$ cat src/rtl/assert_macros.svh
// Assertion helper macros for the deframer RTL.
// Included by every module that carries concurrent checks; depends on nothing.
`ifndef ASSERT_MACROS_SVH
`define ASSERT_MACROS_SVH

// Implication check, clocked on clk, off while rst_n is low.
`define ASSERT_IMPLY(label, ante, cons, msg) \
    label: assert property (@(posedge clk) disable iff (!rst_n) (ante) |-> (cons)) \
        else $error(msg);

// Next-cycle implication check, clocked on clk, off while rst_n is low.
`define ASSERT_NEXT(label, ante, cons, msg) \
    label: assert property (@(posedge clk) disable iff (!rst_n) (ante) |=> (cons)) \
        else $error(msg);

`endif

$ cat src/rtl/sld_pkg.sv
// Shared types and constants for the sync/length packet deframer.
// No dependencies; used by sld_parser and sync_length_packet_deframer.
`default_nettype none

package sld_pkg;

    localparam int unsigned CFG_WIDTH = 16;

    localparam logic [7:0] SYNC_BYTE    = 8'h23;
    localparam logic [7:0] HEADER_BYTES = 8'd6;

    // register indexes, byte address is index * 4
    localparam logic REG_FRAME_LIMIT  = 1'b0;
    localparam logic REG_ACCEPT_LIMIT = 1'b1;

    // result kinds
    localparam logic [1:0] KIND_BYTE     = 2'd0;
    localparam logic [1:0] KIND_SKIPPED  = 2'd1;
    localparam logic [1:0] KIND_FRAMING  = 2'd2;

    // positions inside a header burst
    localparam logic [2:0] BURST_LEN_LO_POS = 3'd4;
    localparam logic [2:0] BURST_LAST_POS   = 3'd5;

    // One emission of the parser: either a single word or a six-word header burst.
    typedef struct packed {
        logic       burst;   // expand into four sync bytes, low length, high length
        logic [1:0] kind;
        logic       last;    // single: last flag; burst: last flag of the sixth word
        logic [7:0] data;    // single: byte; burst: high length byte
        logic [7:0] len_lo;  // burst only: low length byte
    } desc_t;

endpackage

`default_nettype wire

$ cat src/rtl/sld_parser.sv
// Header hunt, length check and body tracking of the deframer.
// Depends on sld_pkg and assert_macros.svh; one byte in, at most one descriptor out.
`default_nettype none

module sld_parser #(
    parameter int LENGTH_WIDTH = 16
) (
    input  wire logic                            clk,
    input  wire logic                            rst_n,
    input  wire logic                            advance,
    input  wire logic [7:0]                      in_byte,
    input  wire logic [sld_pkg::CFG_WIDTH-1:0]   frame_limit,
    input  wire logic [sld_pkg::CFG_WIDTH-1:0]   accept_limit,
    output sld_pkg::desc_t                       desc,
    output logic                                 emit
);
    import sld_pkg::*;

    `include "assert_macros.svh"

    localparam logic [1:0] PH_HUNT = 2'd0;
    localparam logic [1:0] PH_BODY = 2'd1;
    localparam logic [1:0] PH_SKIP = 2'd2;

    localparam logic [2:0] HPOS_LEN_LO = 3'd4;
    localparam logic [2:0] HPOS_LEN_HI = 3'd5;

    logic [1:0]              phase_reg,  phase_next;
    logic [2:0]              hpos_reg,   hpos_next;
    logic [7:0]              len_lo_reg, len_lo_next;
    logic [LENGTH_WIDTH-1:0] remain_reg, remain_next;

    logic [15:0]             len_full;
    logic [LENGTH_WIDTH-1:0] len_w;
    logic [CFG_WIDTH-1:0]    len_ext;
    logic [LENGTH_WIDTH-1:0] body_len;
    logic [LENGTH_WIDTH-1:0] remain_dec;
    logic [2:0]              hpos_eff;
    logic                    in_body;

    assign len_full   = {in_byte, len_lo_reg};
    assign len_w      = len_full[LENGTH_WIDTH-1:0];
    assign len_ext    = CFG_WIDTH'(len_w);
    assign body_len   = len_w - LENGTH_WIDTH'(HEADER_BYTES);
    assign remain_dec = remain_reg - LENGTH_WIDTH'(1);
    assign in_body    = (phase_reg == PH_BODY) || (phase_reg == PH_SKIP);

    always_comb
    begin
        phase_next  = phase_reg;
        hpos_next   = hpos_reg;
        len_lo_next = len_lo_reg;
        remain_next = remain_reg;
        emit        = 1'b0;
        desc        = '0;
        hpos_eff    = hpos_reg;

        if (in_body && (remain_reg != '0))
        begin
            // count one body byte, pass it on when delivering
            remain_next = remain_dec;
            if (remain_dec == '0)
            begin
                phase_next = PH_HUNT;
                hpos_next  = '0;
            end
            if (phase_reg == PH_BODY)
            begin
                emit        = 1'b1;
                desc.kind   = KIND_BYTE;
                desc.data   = in_byte;
                desc.last   = (remain_dec == '0);
            end
        end
        else
        begin
            if ((phase_reg != PH_HUNT) || (hpos_reg > HPOS_LEN_HI))
            begin
                phase_next  = PH_HUNT;
                hpos_eff    = '0;
                remain_next = '0;
            end

            if (hpos_eff < HPOS_LEN_LO)
            begin
                hpos_next = (in_byte == SYNC_BYTE) ? hpos_eff + 3'd1 : 3'd0;
            end
            else if (hpos_eff == HPOS_LEN_LO)
            begin
                len_lo_next = in_byte;
                hpos_next   = HPOS_LEN_HI;
            end
            else
            begin
                hpos_next = '0;
                emit      = 1'b1;
                if ((len_ext < CFG_WIDTH'(HEADER_BYTES)) || (len_ext > frame_limit))
                begin
                    phase_next  = PH_HUNT;
                    remain_next = '0;
                    desc.kind   = KIND_FRAMING;
                end
                else if (len_ext > accept_limit)
                begin
                    remain_next = body_len;
                    phase_next  = (body_len == '0) ? PH_HUNT : PH_SKIP;
                    desc.kind   = KIND_SKIPPED;
                end
                else
                begin
                    remain_next = body_len;
                    phase_next  = (body_len == '0) ? PH_HUNT : PH_BODY;
                    desc.burst  = 1'b1;
                    desc.kind   = KIND_BYTE;
                    desc.data   = in_byte;
                    desc.len_lo = len_lo_reg;
                    desc.last   = (body_len == '0);
                end
            end
        end
    end

    always_ff @(posedge clk or negedge rst_n)
    begin
        if (!rst_n)
        begin
            phase_reg  <= PH_HUNT;
            hpos_reg   <= '0;
            len_lo_reg <= '0;
            remain_reg <= '0;
        end
        else if (advance)
        begin
            phase_reg  <= phase_next;
            hpos_reg   <= hpos_next;
            len_lo_reg <= len_lo_next;
            remain_reg <= remain_next;
        end
    end

    `ASSERT_IMPLY(a_body_no_hpos, in_body, hpos_reg == 3'd0,
        "header position nonzero while in a packet body")
    `ASSERT_IMPLY(a_body_has_remain, in_body, remain_reg != '0,
        "packet body phase with no bytes remaining")
    `ASSERT_IMPLY(a_hpos_range, 1'b1, hpos_reg <= HPOS_LEN_HI,
        "header position beyond the length bytes")

endmodule

`default_nettype wire

$ cat src/rtl/sync_length_packet_deframer.sv
// An accepted byte passes the input register, then the result register, on its way to
// m_tdata; a header within the accept limit turns its sixth byte into six output words.
// Throughput: one byte per cycle in a packet body unless m_tready is low; a header burst
// holds the result register for six words, the input register takes one more byte meanwhile.
// Reset: rst_n clears the hunt state and both stages; limits return to 2048.
// Depends on sld_pkg, sld_parser and assert_macros.svh.
`default_nettype none

module sync_length_packet_deframer #(
    parameter int LENGTH_WIDTH = 16
) (
    input  wire logic        clk,
    input  wire logic        rst_n,

    // byte stream in
    input  wire logic        s_tvalid,
    output logic             s_tready,
    input  wire logic [7:0]  s_tdata,   // [7:0] in_byte

    // packet stream out
    output logic             m_tvalid,
    input  wire logic        m_tready,
    output logic [7:0]       m_tdata,   // [7:0] out_byte
    output logic             m_tlast,   // last
    output logic [1:0]       m_tuser,   // [1:0] kind

    // register port
    input  wire logic        psel,
    input  wire logic        penable,
    input  wire logic        pwrite,
    input  wire logic [2:0]  paddr,
    input  wire logic [31:0] pwdata,
    output logic [31:0]      prdata,
    output logic             pready
);
    import sld_pkg::*;

    `include "assert_macros.svh"

    localparam logic [CFG_WIDTH-1:0] LIMIT_RESET = 16'd2048;

    // ---------------------------------------------------------------
    // Configuration registers. Written only while the stream is idle
    // (user rule, not enforced), so the parser reads them directly.
    // ---------------------------------------------------------------
    logic [CFG_WIDTH-1:0] frame_limit_reg;
    logic [CFG_WIDTH-1:0] accept_limit_reg;
    logic                 cfg_write;

    assign pready    = 1'b1;
    assign cfg_write = psel && penable && pwrite && pready;

    always_ff @(posedge clk or negedge rst_n)
    begin
        if (!rst_n)
        begin
            frame_limit_reg  <= LIMIT_RESET;
            accept_limit_reg <= LIMIT_RESET;
        end
        else if (cfg_write)
        begin
            unique case (paddr[2])
                REG_FRAME_LIMIT:  frame_limit_reg  <= pwdata[CFG_WIDTH-1:0];
                REG_ACCEPT_LIMIT: accept_limit_reg <= pwdata[CFG_WIDTH-1:0];
                default:          ;
            endcase
        end
    end

    always_comb
    begin
        unique case (paddr[2])
            REG_FRAME_LIMIT:  prdata = 32'(frame_limit_reg);
            REG_ACCEPT_LIMIT: prdata = 32'(accept_limit_reg);
            default:          prdata = '0;
        endcase
    end

    // ---------------------------------------------------------------
    // Input register: hold one byte until the parser can take it. It
    // frees up as soon as the result stage has room; while a result word
    // waits downstream, it takes at most one more byte from upstream.
    // ---------------------------------------------------------------
    logic       in_valid_reg;
    logic [7:0] in_byte_reg;

    // Result stage: one descriptor, expanded into six words for an accepted header.
    logic       desc_valid_reg;
    desc_t      desc_reg;
    logic [2:0] pos_reg;

    desc_t      desc_next;
    logic       emit;
    logic       finish;
    logic       desc_free;
    logic       advance;
    logic       load;

    assign finish    = desc_valid_reg && m_tready &&
                       (!desc_reg.burst || (pos_reg == BURST_LAST_POS));
    assign desc_free = !desc_valid_reg || finish;
    assign advance   = in_valid_reg && desc_free;
    assign load      = advance && emit;
    assign s_tready  = !in_valid_reg || desc_free;

    always_ff @(posedge clk or negedge rst_n)
    begin
        if (!rst_n)
        begin
            in_valid_reg <= 1'b0;
        end
        else if (s_tvalid && s_tready)
        begin
            in_valid_reg <= 1'b1;
        end
        else if (advance)
        begin
            in_valid_reg <= 1'b0;
        end
    end

    always_ff @(posedge clk)
    begin
        if (s_tvalid && s_tready)
        begin
            in_byte_reg <= s_tdata;
        end
    end

    // ---------------------------------------------------------------
    // Parser: hunt for the sync header, check the length, track the
    // body. Advance its state only when the byte is consumed.
    // ---------------------------------------------------------------
    sld_parser #(
        .LENGTH_WIDTH (LENGTH_WIDTH)
    ) u_parser (
        .clk          (clk),
        .rst_n        (rst_n),
        .advance      (advance),
        .in_byte      (in_byte_reg),
        .frame_limit  (frame_limit_reg),
        .accept_limit (accept_limit_reg),
        .desc         (desc_next),
        .emit         (emit)
    );

    // ---------------------------------------------------------------
    // Result stage. A descriptor is replaced in the same cycle its last
    // word leaves, so body bytes stream at one per cycle while m_tready is high.
    // ---------------------------------------------------------------
    always_ff @(posedge clk or negedge rst_n)
    begin
        if (!rst_n)
        begin
            desc_valid_reg <= 1'b0;
            pos_reg        <= '0;
        end
        else
        begin
            if (load)
            begin
                desc_valid_reg <= 1'b1;
            end
            else if (finish)
            begin
                desc_valid_reg <= 1'b0;
            end

            if (load || finish)
            begin
                pos_reg <= '0;
            end
            else if (desc_valid_reg && m_tready && desc_reg.burst)
            begin
                pos_reg <= pos_reg + 3'd1;
            end
        end
    end

    always_ff @(posedge clk)
    begin
        if (load)
        begin
            desc_reg <= desc_next;
        end
    end

    // Expand a header burst: four sync bytes, low length, high length.
    always_comb
    begin
        m_tvalid = desc_valid_reg;
        m_tuser  = desc_reg.kind;
        m_tlast  = 1'b0;
        m_tdata  = desc_reg.data;
        if (desc_reg.burst)
        begin
            if (pos_reg < BURST_LEN_LO_POS)
            begin
                m_tdata = SYNC_BYTE;
            end
            else if (pos_reg == BURST_LEN_LO_POS)
            begin
                m_tdata = desc_reg.len_lo;
            end
            else
            begin
                m_tlast = desc_reg.last;
            end
        end
        else
        begin
            m_tlast = desc_reg.last;
        end
    end

    `ASSERT_IMPLY(a_pos_in_burst, pos_reg != 3'd0, desc_valid_reg && desc_reg.burst,
        "burst position set without a pending header burst")
    `ASSERT_IMPLY(a_pos_range, 1'b1, pos_reg <= BURST_LAST_POS,
        "burst position beyond the sixth header word")
    `ASSERT_IMPLY(a_last_is_byte, m_tvalid && m_tlast, m_tuser == KIND_BYTE,
        "last flag on an event report")
    `ASSERT_NEXT(a_in_hold, in_valid_reg && !advance,
        in_valid_reg && $stable(in_byte_reg),
        "input byte lost or changed while the parser is stalled")

endmodule

`default_nettype wire
$ cat config.mk
export PLATFORM = sky130hd
export DESIGN_NAME = sync_length_packet_deframer
export DESIGN_NICKNAME = d
export VERILOG_FILES = /design/src/rtl/sld_pkg.sv /design/src/rtl/sld_parser.sv /design/src/rtl/sync_length_packet_deframer.sv
export VERILOG_INCLUDE_DIRS = /design/src /design/src/rtl
export SDC_FILE = /design/constraint.sdc
export NUM_CORES = 1
export LEC_CHECK = 0
export BUFFER_PORTS_ARGS = -buffer_cell sky130_fd_sc_hd__buf_4
export CORE_MARGIN = 2
export CORE_UTILIZATION = 58
export CTS_CLUSTER_DIAMETER = 60
export DETAILED_ROUTE_END_ITERATION = 10
export PLACE_DENSITY = 0.83
export SLEW_MARGIN = 0
export SYNTH_ARGS = -nofsm -noshare
export SYNTH_HDL_FRONTEND = slang
export SYNTH_SLANG_ARGS = --single-unit
$ cat constraint.sdc
create_clock -name clk -period 4.5 [get_ports clk]
set_clock_uncertainty 0.05 [all_clocks]
set_input_delay 0.9 -clock clk [delete_from_list [all_inputs] [get_ports clk]]
set_output_delay 0.9 -clock clk [all_outputs]
set_load 0.1 [all_outputs]
==> summary.txt, run 1 <==
Die
  • Die H: 106 um
  • Num ports: 96
  • Core Box Area: 10200 um2
  • Initial Util: 59.3%
  • Die X: 106 um
  • Die area: 11300 um2
  • Row Count: 37

Placement
  • HPWL after detailed placement: 10100 um
  • Worst slack, placed: 1470 ps
  • Placed cell area: 6510 um2
  • Final GP Congestion: 0.869
  • Port Buffer Count: 60

Clocking
  • Longest Clk Path Bufs: 2
  • CTS tree: built
  • Post-cts resize count: 0
  • Cts bufs inserted: 9
  • Root Driver: clkbuf_8
  • Clk slew on worst S/H paths: 90 ps
  • Clock Latency Late Sink: 370 ps
  • Htree depth: 3
  • CTS sink count: 94
  • Number of post-CTS setup repair buffers: 0
  • Hold Buf Count CTS: 0

Layout
  • N_diodes: 0
  • Fraction of layout cells with a size suffix above 1: 20.4%
  • Final Util: 65.8%
  • Max reg flops: 18
  • Final Cell Area: 6730 um2
  • Nets: 764
  • Syn-to-layout area delta: 11.0%

Worst setup path
  • Crit path max fanout: 10
  • Reg-to-Reg End: desc_reg[16]
  • Arrival @ worst endpoint: 3230 ps
  • R2r setup slk: 1340 ps
  • Reg2reg start: in_byte_reg[6]
  • WP data required: 4570 ps
  • CP Capture Type: flip-flop
  • Crit Path Category: reg2reg
  • Reg2Reg Depth: 8
  • Crit path launch type: flip-flop

Yosys
  • Post-synth ARST share: 70.2%
  • EDFF count, synth: 28
  • Register area share after synthesis: 41.1%
  • Top post-synthesis cells by count: dfrtp_1 (64), nand2_1 (61), inv_1 (53), o21ai_0 (44), ha_1 (43)
  • #FFs+latches synth: 94
  • Syn avg cell area: 9.69 um2
  • Yosys Warn Count: 0
  • Yosys top cell area share: 26.4%
  • Most frequent cell after synthesis: dfrtp_1
  • Post-Syn Instances: 626
  • Top FF cell, synth: dfrtp_1
  • Synth unique cells: 71
  • Yosys top cell by area: dfrtp_1
  • Largest cells by area after synthesis: dfrtp_1 (26%), edfxtp_1 (14%), ha_1 (8.9%)
  • Cell Area, Synth: 6060 um2

Global route
  • Initial antenna violation count: 0
  • Largest net degree at the start of global routing: 67
  • Vias in the first global route: 4839
  • Overflow after GRT: 0
  • First-pass GRT wire length: 23400 um
  • Global Route Usage Sum: 26.0%

Pwr
  • Leakage power: 3.05 nW
  • Pwr/cell area: 344 nW/um2
  • Maximum vdd drop: 273 uV

Drt
  • DR iter-0 viols: 476
  • DR DRC count: 0
  • Number of nets with antenna violations after routing: 0
  • Via count: 4862
  • 1st-pass router iterations: 6
  • Final wirelength: 14000 um
  • Drt wl/cell: 17.2 um
  • DR vias/cell: 5.99

STA
  • Crit path time final: 3160 ps
  • Final Setup Violations: 0
  • Fin crit share: 70.2%
  • Final Max Slew Viols: 0
  • Final hold violation count: 0
  • Max Fclk: 0.317 GHz
  • Final TNS setup: 0 ps
  • Final WS setup: 1340 ps
  • Unrepaired setup endpoints after global routing: false
  • Worst-margin pin slew: 979 ps
  • Slew headroom: 34.4%

Hold path
  • Hold Crit Start: frame_limit_reg[13]
  • Worst-case hold path end point: frame_limit_reg[13]
  • Hold WC Path Type: reg2reg
  • Hold Crit Depth: 1

Flow run
  • Max-Cap Viols: 0

Outcome
  • Status: complete, no violations
## layer usage
layer	vias to the layer above	track usage, %	part of all wire [%]
met5	-	0	0
met4	0	10.3	2.4
met3	31	3.80	5.4
li1	2286	-	-
met2	167	43.1	49
met1	2378	34.3	43
## layout by cell type, fill, tap and decap left out, drive strengths merged, types with 12 or more instances in the layout
cell | netlist | final
nand4 | 12 | 12
a21oi | 29 | 29
clkbuf | 18 | 14
inv | 53 | 53
nand2 | 61 | 61
conb | 2 | 17
ha | 43 | 43
nand3 | 14 | 14
dfrtp | 64 | 64
and2 | 18 | 18
o21ai | 49 | 49
nor2 | 38 | 38
mux2 | 41 | 41
buf | 24 | 61
edfxtp | 28 | 28
## power breakdown
group          internal (mW)  switching (mW)  total, mW
Sequential             0.950          0.0617       1.01
Clock                  0.325           0.293      0.618
Combinational          0.199           0.485      0.683
Total                   1.47           0.840       2.31
## metrics by stage
| stage | hold slack (ps) | cells | total power, mW |
|---|---|---|---|
| 2_1_floorplan | 423 | 641 | 1.55 |
| 3_3_place_gp | 437 | 796 | 1.68 |
| 3_5_place_dp | 444 | 796 | 1.70 |
| 4_1_cts | 463 | 812 | 2.32 |
| 5_1_grt | 484 | 812 | 2.41 |
| 6_report | 466 | 812 | 2.31 |
## final cells by class
type	count	area, um2
inverter	53	199
timing repair buffer	61	458
fill	786	3500
tap	136	170
sequential	94	2490
clock buffer	14	185
multi-input combinational	452	3190
clock inverter	2	35.0
## critical path, cell delays in order, from the launching register on
cell and delay [ps]:
edfxtp_1 580, ha_1 400, nand4_1 170, nor4_1 600, a21boi_0 450, o31ai_4 170, nand4_2 150, nor2_2 110
a21o_1 230
## worst max-delay path by stage
stage / startpoint / endpoint / slack (ps)
final: in_byte_reg[6] / desc_reg[16] / 1340
after global routing: in_byte_reg[6] / desc_reg[16] / 1300
after CTS: in_byte_reg[6] / desc_reg[16] / 1440
after detailed placement: in_byte_reg[6] / desc_reg[16] / 1470
after global placement: in_byte_reg[6] / desc_reg[16] / 1600
after floorplan: paddr[2] / prdata[15] / 210
## cell families after synthesis
| kind of cell | Yosys count | synth area share [%] |
|---|---|---|
| flops | 94 | 41.1 |
| other cells | 2 | 0.124 |
| simple gates | 204 | 18.2 |
| fa+ha+maj | 43 | 8.87 |
| compound gates | 133 | 14.7 |
| xor+xnor | 14 | 2.02 |
| buf+inv | 95 | 7.30 |
| mux | 41 | 7.61 |
No activity file was read; power rests on OpenSTA's default activity.
==> inputs of run 2 (changes only) <==
Clock period 4.5 ns to 3 ns, I/O delays scaled along.
==> summary.txt, run 2 (synthesized netlist as in run 1, its figures left out) <==
Flow run
  • Max-Cap Viols: 0 (unchanged)

Worst setup path
  • CP Capture Type: flip-flop (unchanged)
  • Reg2Reg Depth: 8 (unchanged)
  • CP max stage cell: or4b_2 (was nor4_1)
  • CP cell instances: inv_1 -> ha_1 -> or4b_2 -> nor4_1 -> xor2_1 -> o31ai_1 -> nand3_1 -> a22o_1 (was ha_1 -> nand4_1 -> nor4_1 -> a21boi_0 -> o31ai_4 -> nand4_2 -> nor2_2 -> a21o_1)
  • Arrival @ worst endpoint: 2980 ps (was 3230 ps)
  • Crit Path Category: reg2reg (unchanged)
  • Critical path's top delay family: simple AND/OR/NAND/NOR gates (unchanged)
  • Crit path max fanout: 6 (was 10)
  • WP data required: 3220 ps (was 4570 ps)
  • Crit path buf inv count: 1 (was 0)
  • Crit path launch type: flip-flop (unchanged)
  • Largest stage delay on the critical path: 600 ps (about the same)
  • Crit path depth: 8 (unchanged)

Drt
  • Metal2 WL: 6920 um (was 6900 um)
  • 1st-pass router iterations: 5 (was 6)
  • Via count: 4926 (was 4862)
  • Highest routed metal layer: met4 (unchanged)
  • DR iter-0 viols: 408 (was 476)
  • Metal3 WL: 858 um (was 749 um)
  • DR vias/cell: 5.95 (was 5.99)
  • Drt wl/cell: 16.9 um (was 17.2 um)
  • Final wirelength: 14000 um (about the same)
  • DR DRC count: 0 (unchanged)
  • Metal-1 WL: 6050 um (was 6000 um)
  • Number of nets with antenna violations after routing: 0 (unchanged)

Clocking
  • Longest Clk Path Bufs: 2 (unchanged)
  • Clock Latency Late Sink: 380 ps (was 370 ps)
  • Root Driver: clkbuf_8 (unchanged)
  • Htree depth: 3 (unchanged)
  • Clk slew on worst S/H paths: 100 ps (was 90 ps)
  • Cts bufs inserted: 9 (unchanged)
  • Post-cts resize count: 0 (unchanged)
  • CTS sink count: 94 (unchanged)
  • Hold Buf Count CTS: 0 (unchanged)
  • CTS tree: built (unchanged)
  • Number of post-CTS setup repair buffers: 0 (unchanged)

Global route
  • Global Route Usage Sum: 26.1% (was 26.0%)
  • Vias in the first global route: 4777 (was 4839)
  • Largest net degree at the start of global routing: 67 (unchanged)
  • Overflow after GRT: 0 (unchanged)
  • Initial antenna violation count: 0 (unchanged)
  • First-pass GRT wire length: 23300 um (was 23400 um)

Die
  • Num ports: 96 (unchanged)
  • Initial Util: 59.3% (unchanged)
  • Row Count: 37 (unchanged)
  • Core Box Area: 10200 um2 (unchanged)
  • Die X: 106 um (unchanged)
  • Die area: 11300 um2 (unchanged)
  • Die H: 106 um (unchanged)

Pwr
  • Leakage power: 3.12 nW (was 3.05 nW)
  • Clock power frac: 25.2% (was 26.7%)
  • Pwr/cell area: 499 nW/um2 (was 344 nW/um2)
  • Logic pwr share: 31.1% (was 29.5%)
  • Switching part of the total: 38.0% (was 36.3%)
  • Switch Pwr: 1.30 mW (was 840 uW)
  • Maximum vdd drop: 438 uV (was 273 uV)
  • Cell Int Power: 2.12 mW (was 1.47 mW)
  • Share of power burned in registers: 43.7% (about the same)

Placement
  • HPWL after detailed placement: 10400 um (was 10100 um)
  • Placed insts: 812 (was 796)
  • Final GP Congestion: 0.893 (was 0.869)
  • Port Buffer Count: 60 (unchanged)

STA
  • Max Fclk: 0.362 GHz (was 0.317 GHz)
  • Worst-margin pin slew: 1030 ps (was 979 ps)
  • Crit path time final: 2760 ps (was 3160 ps)
  • Unrepaired setup endpoints after global routing: false (unchanged)
  • Fin crit share: 92.1% (was 70.2%)
  • Final Setup Violations: 0 (unchanged)
  • Slew headroom: 31.3% (was 34.4%)
  • Final TNS setup: 0 ps (unchanged)
  • Final hold violation count: 0 (unchanged)
  • Final Max Slew Viols: 0 (unchanged)

Layout
  • Nets: 780 (was 764)
  • Max reg flops: 18 (unchanged)
  • N_diodes: 0 (unchanged)
  • Syn-to-layout area delta: 13.1% (was 11.0%)
  • Layout Cells excl Fill: 828 (was 812)
  • Commonest non-fill, non-tap cell in the layout: buf_4 (was dfrtp_1)
  • Most frequent cells in the layout: buf_4 (76), dfrtp_1 (64), nand2_1 (61) (was dfrtp_1 (64), nand2_1 (61), buf_4 (61))
  • Final Util: 67.0% (was 65.8%)
  • Fraction of layout cells with a size suffix above 1: 23.3% (was 20.4%)

Outcome
  • Status: complete, no violations (unchanged)

Hold path
  • Hold WC Path Type: in2async (was reg2reg)
[run 2: routing by layer]
| metal | global-route usage, % | vias to the layer above |
|---|---|---|
| li1 | - | 2316 |
| met1 | 34.5 | 2398 |
| met2 | 44.0 | 196 |
| met3 | 5.58 | 16 |
| met4 | 6.58 | 0 |
| met5 | 0 | - |
[run 2: through the flow]
| step | worst slack, ps | hold slack (ps) | total power, mW | instance area, um2 |
|---|---|---|---|---|
| floorplan | -687 | 254 | 2.33 | 6140 |
| global placement | 317 | 438 | 2.53 | 6650 |
| detailed placement | 250 | 443 | 2.57 | 6650 |
| CTS | 174 | 302 | 3.42 | 6850 |
| global route | 39.8 | 325 | 3.57 | 6860 |
| finish | 236 | 270 | 3.42 | 6860 |
[run 2: path summary, 6_finish.rpt]
| check | start | end | slack [ps] |
|---|---|---|---|
| max | u_parser.remain_reg[0] | u_parser.hpos_reg[0] | 240 |
| min | rst_n | accept_limit_reg[10] | 270 |
| max reg2reg | u_parser.remain_reg[0] | u_parser.hpos_reg[0] | 240 |
| min reg2reg | frame_limit_reg[5] | frame_limit_reg[5] | 470 |
| max in group asynchronous | rst_n | pos_reg[0] | 2080 |
| min in group clk | s_tdata[6] | in_byte_reg[6] | 340 |
[run 2: power groups by stage]
stage | registers, mW | clock network, mW | logic (mW)
floorplan | 1.50 | 0 | 0.824
global placement | 1.51 | 0 | 1.02
detailed placement | 1.52 | 0 | 1.05
CTS | 1.49 | 0.867 | 1.06
global route | 1.51 | 0.927 | 1.13
finish | 1.50 | 0.862 | 1.06
[run 2: layout make-up]
| class | count | area, um2 |
|---|---|---|
| Clock inverter | 7 | 72.6 |
| Multi-Input combinational cell | 452 | 3200 |
| Clock buffer | 9 | 124 |
| Tap cell | 136 | 170 |
| Sequential cell | 94 | 2490 |
| Timing Repair Buffer | 77 | 591 |
| Inverter | 53 | 199 |
| Fill cell | 808 | 3380 |
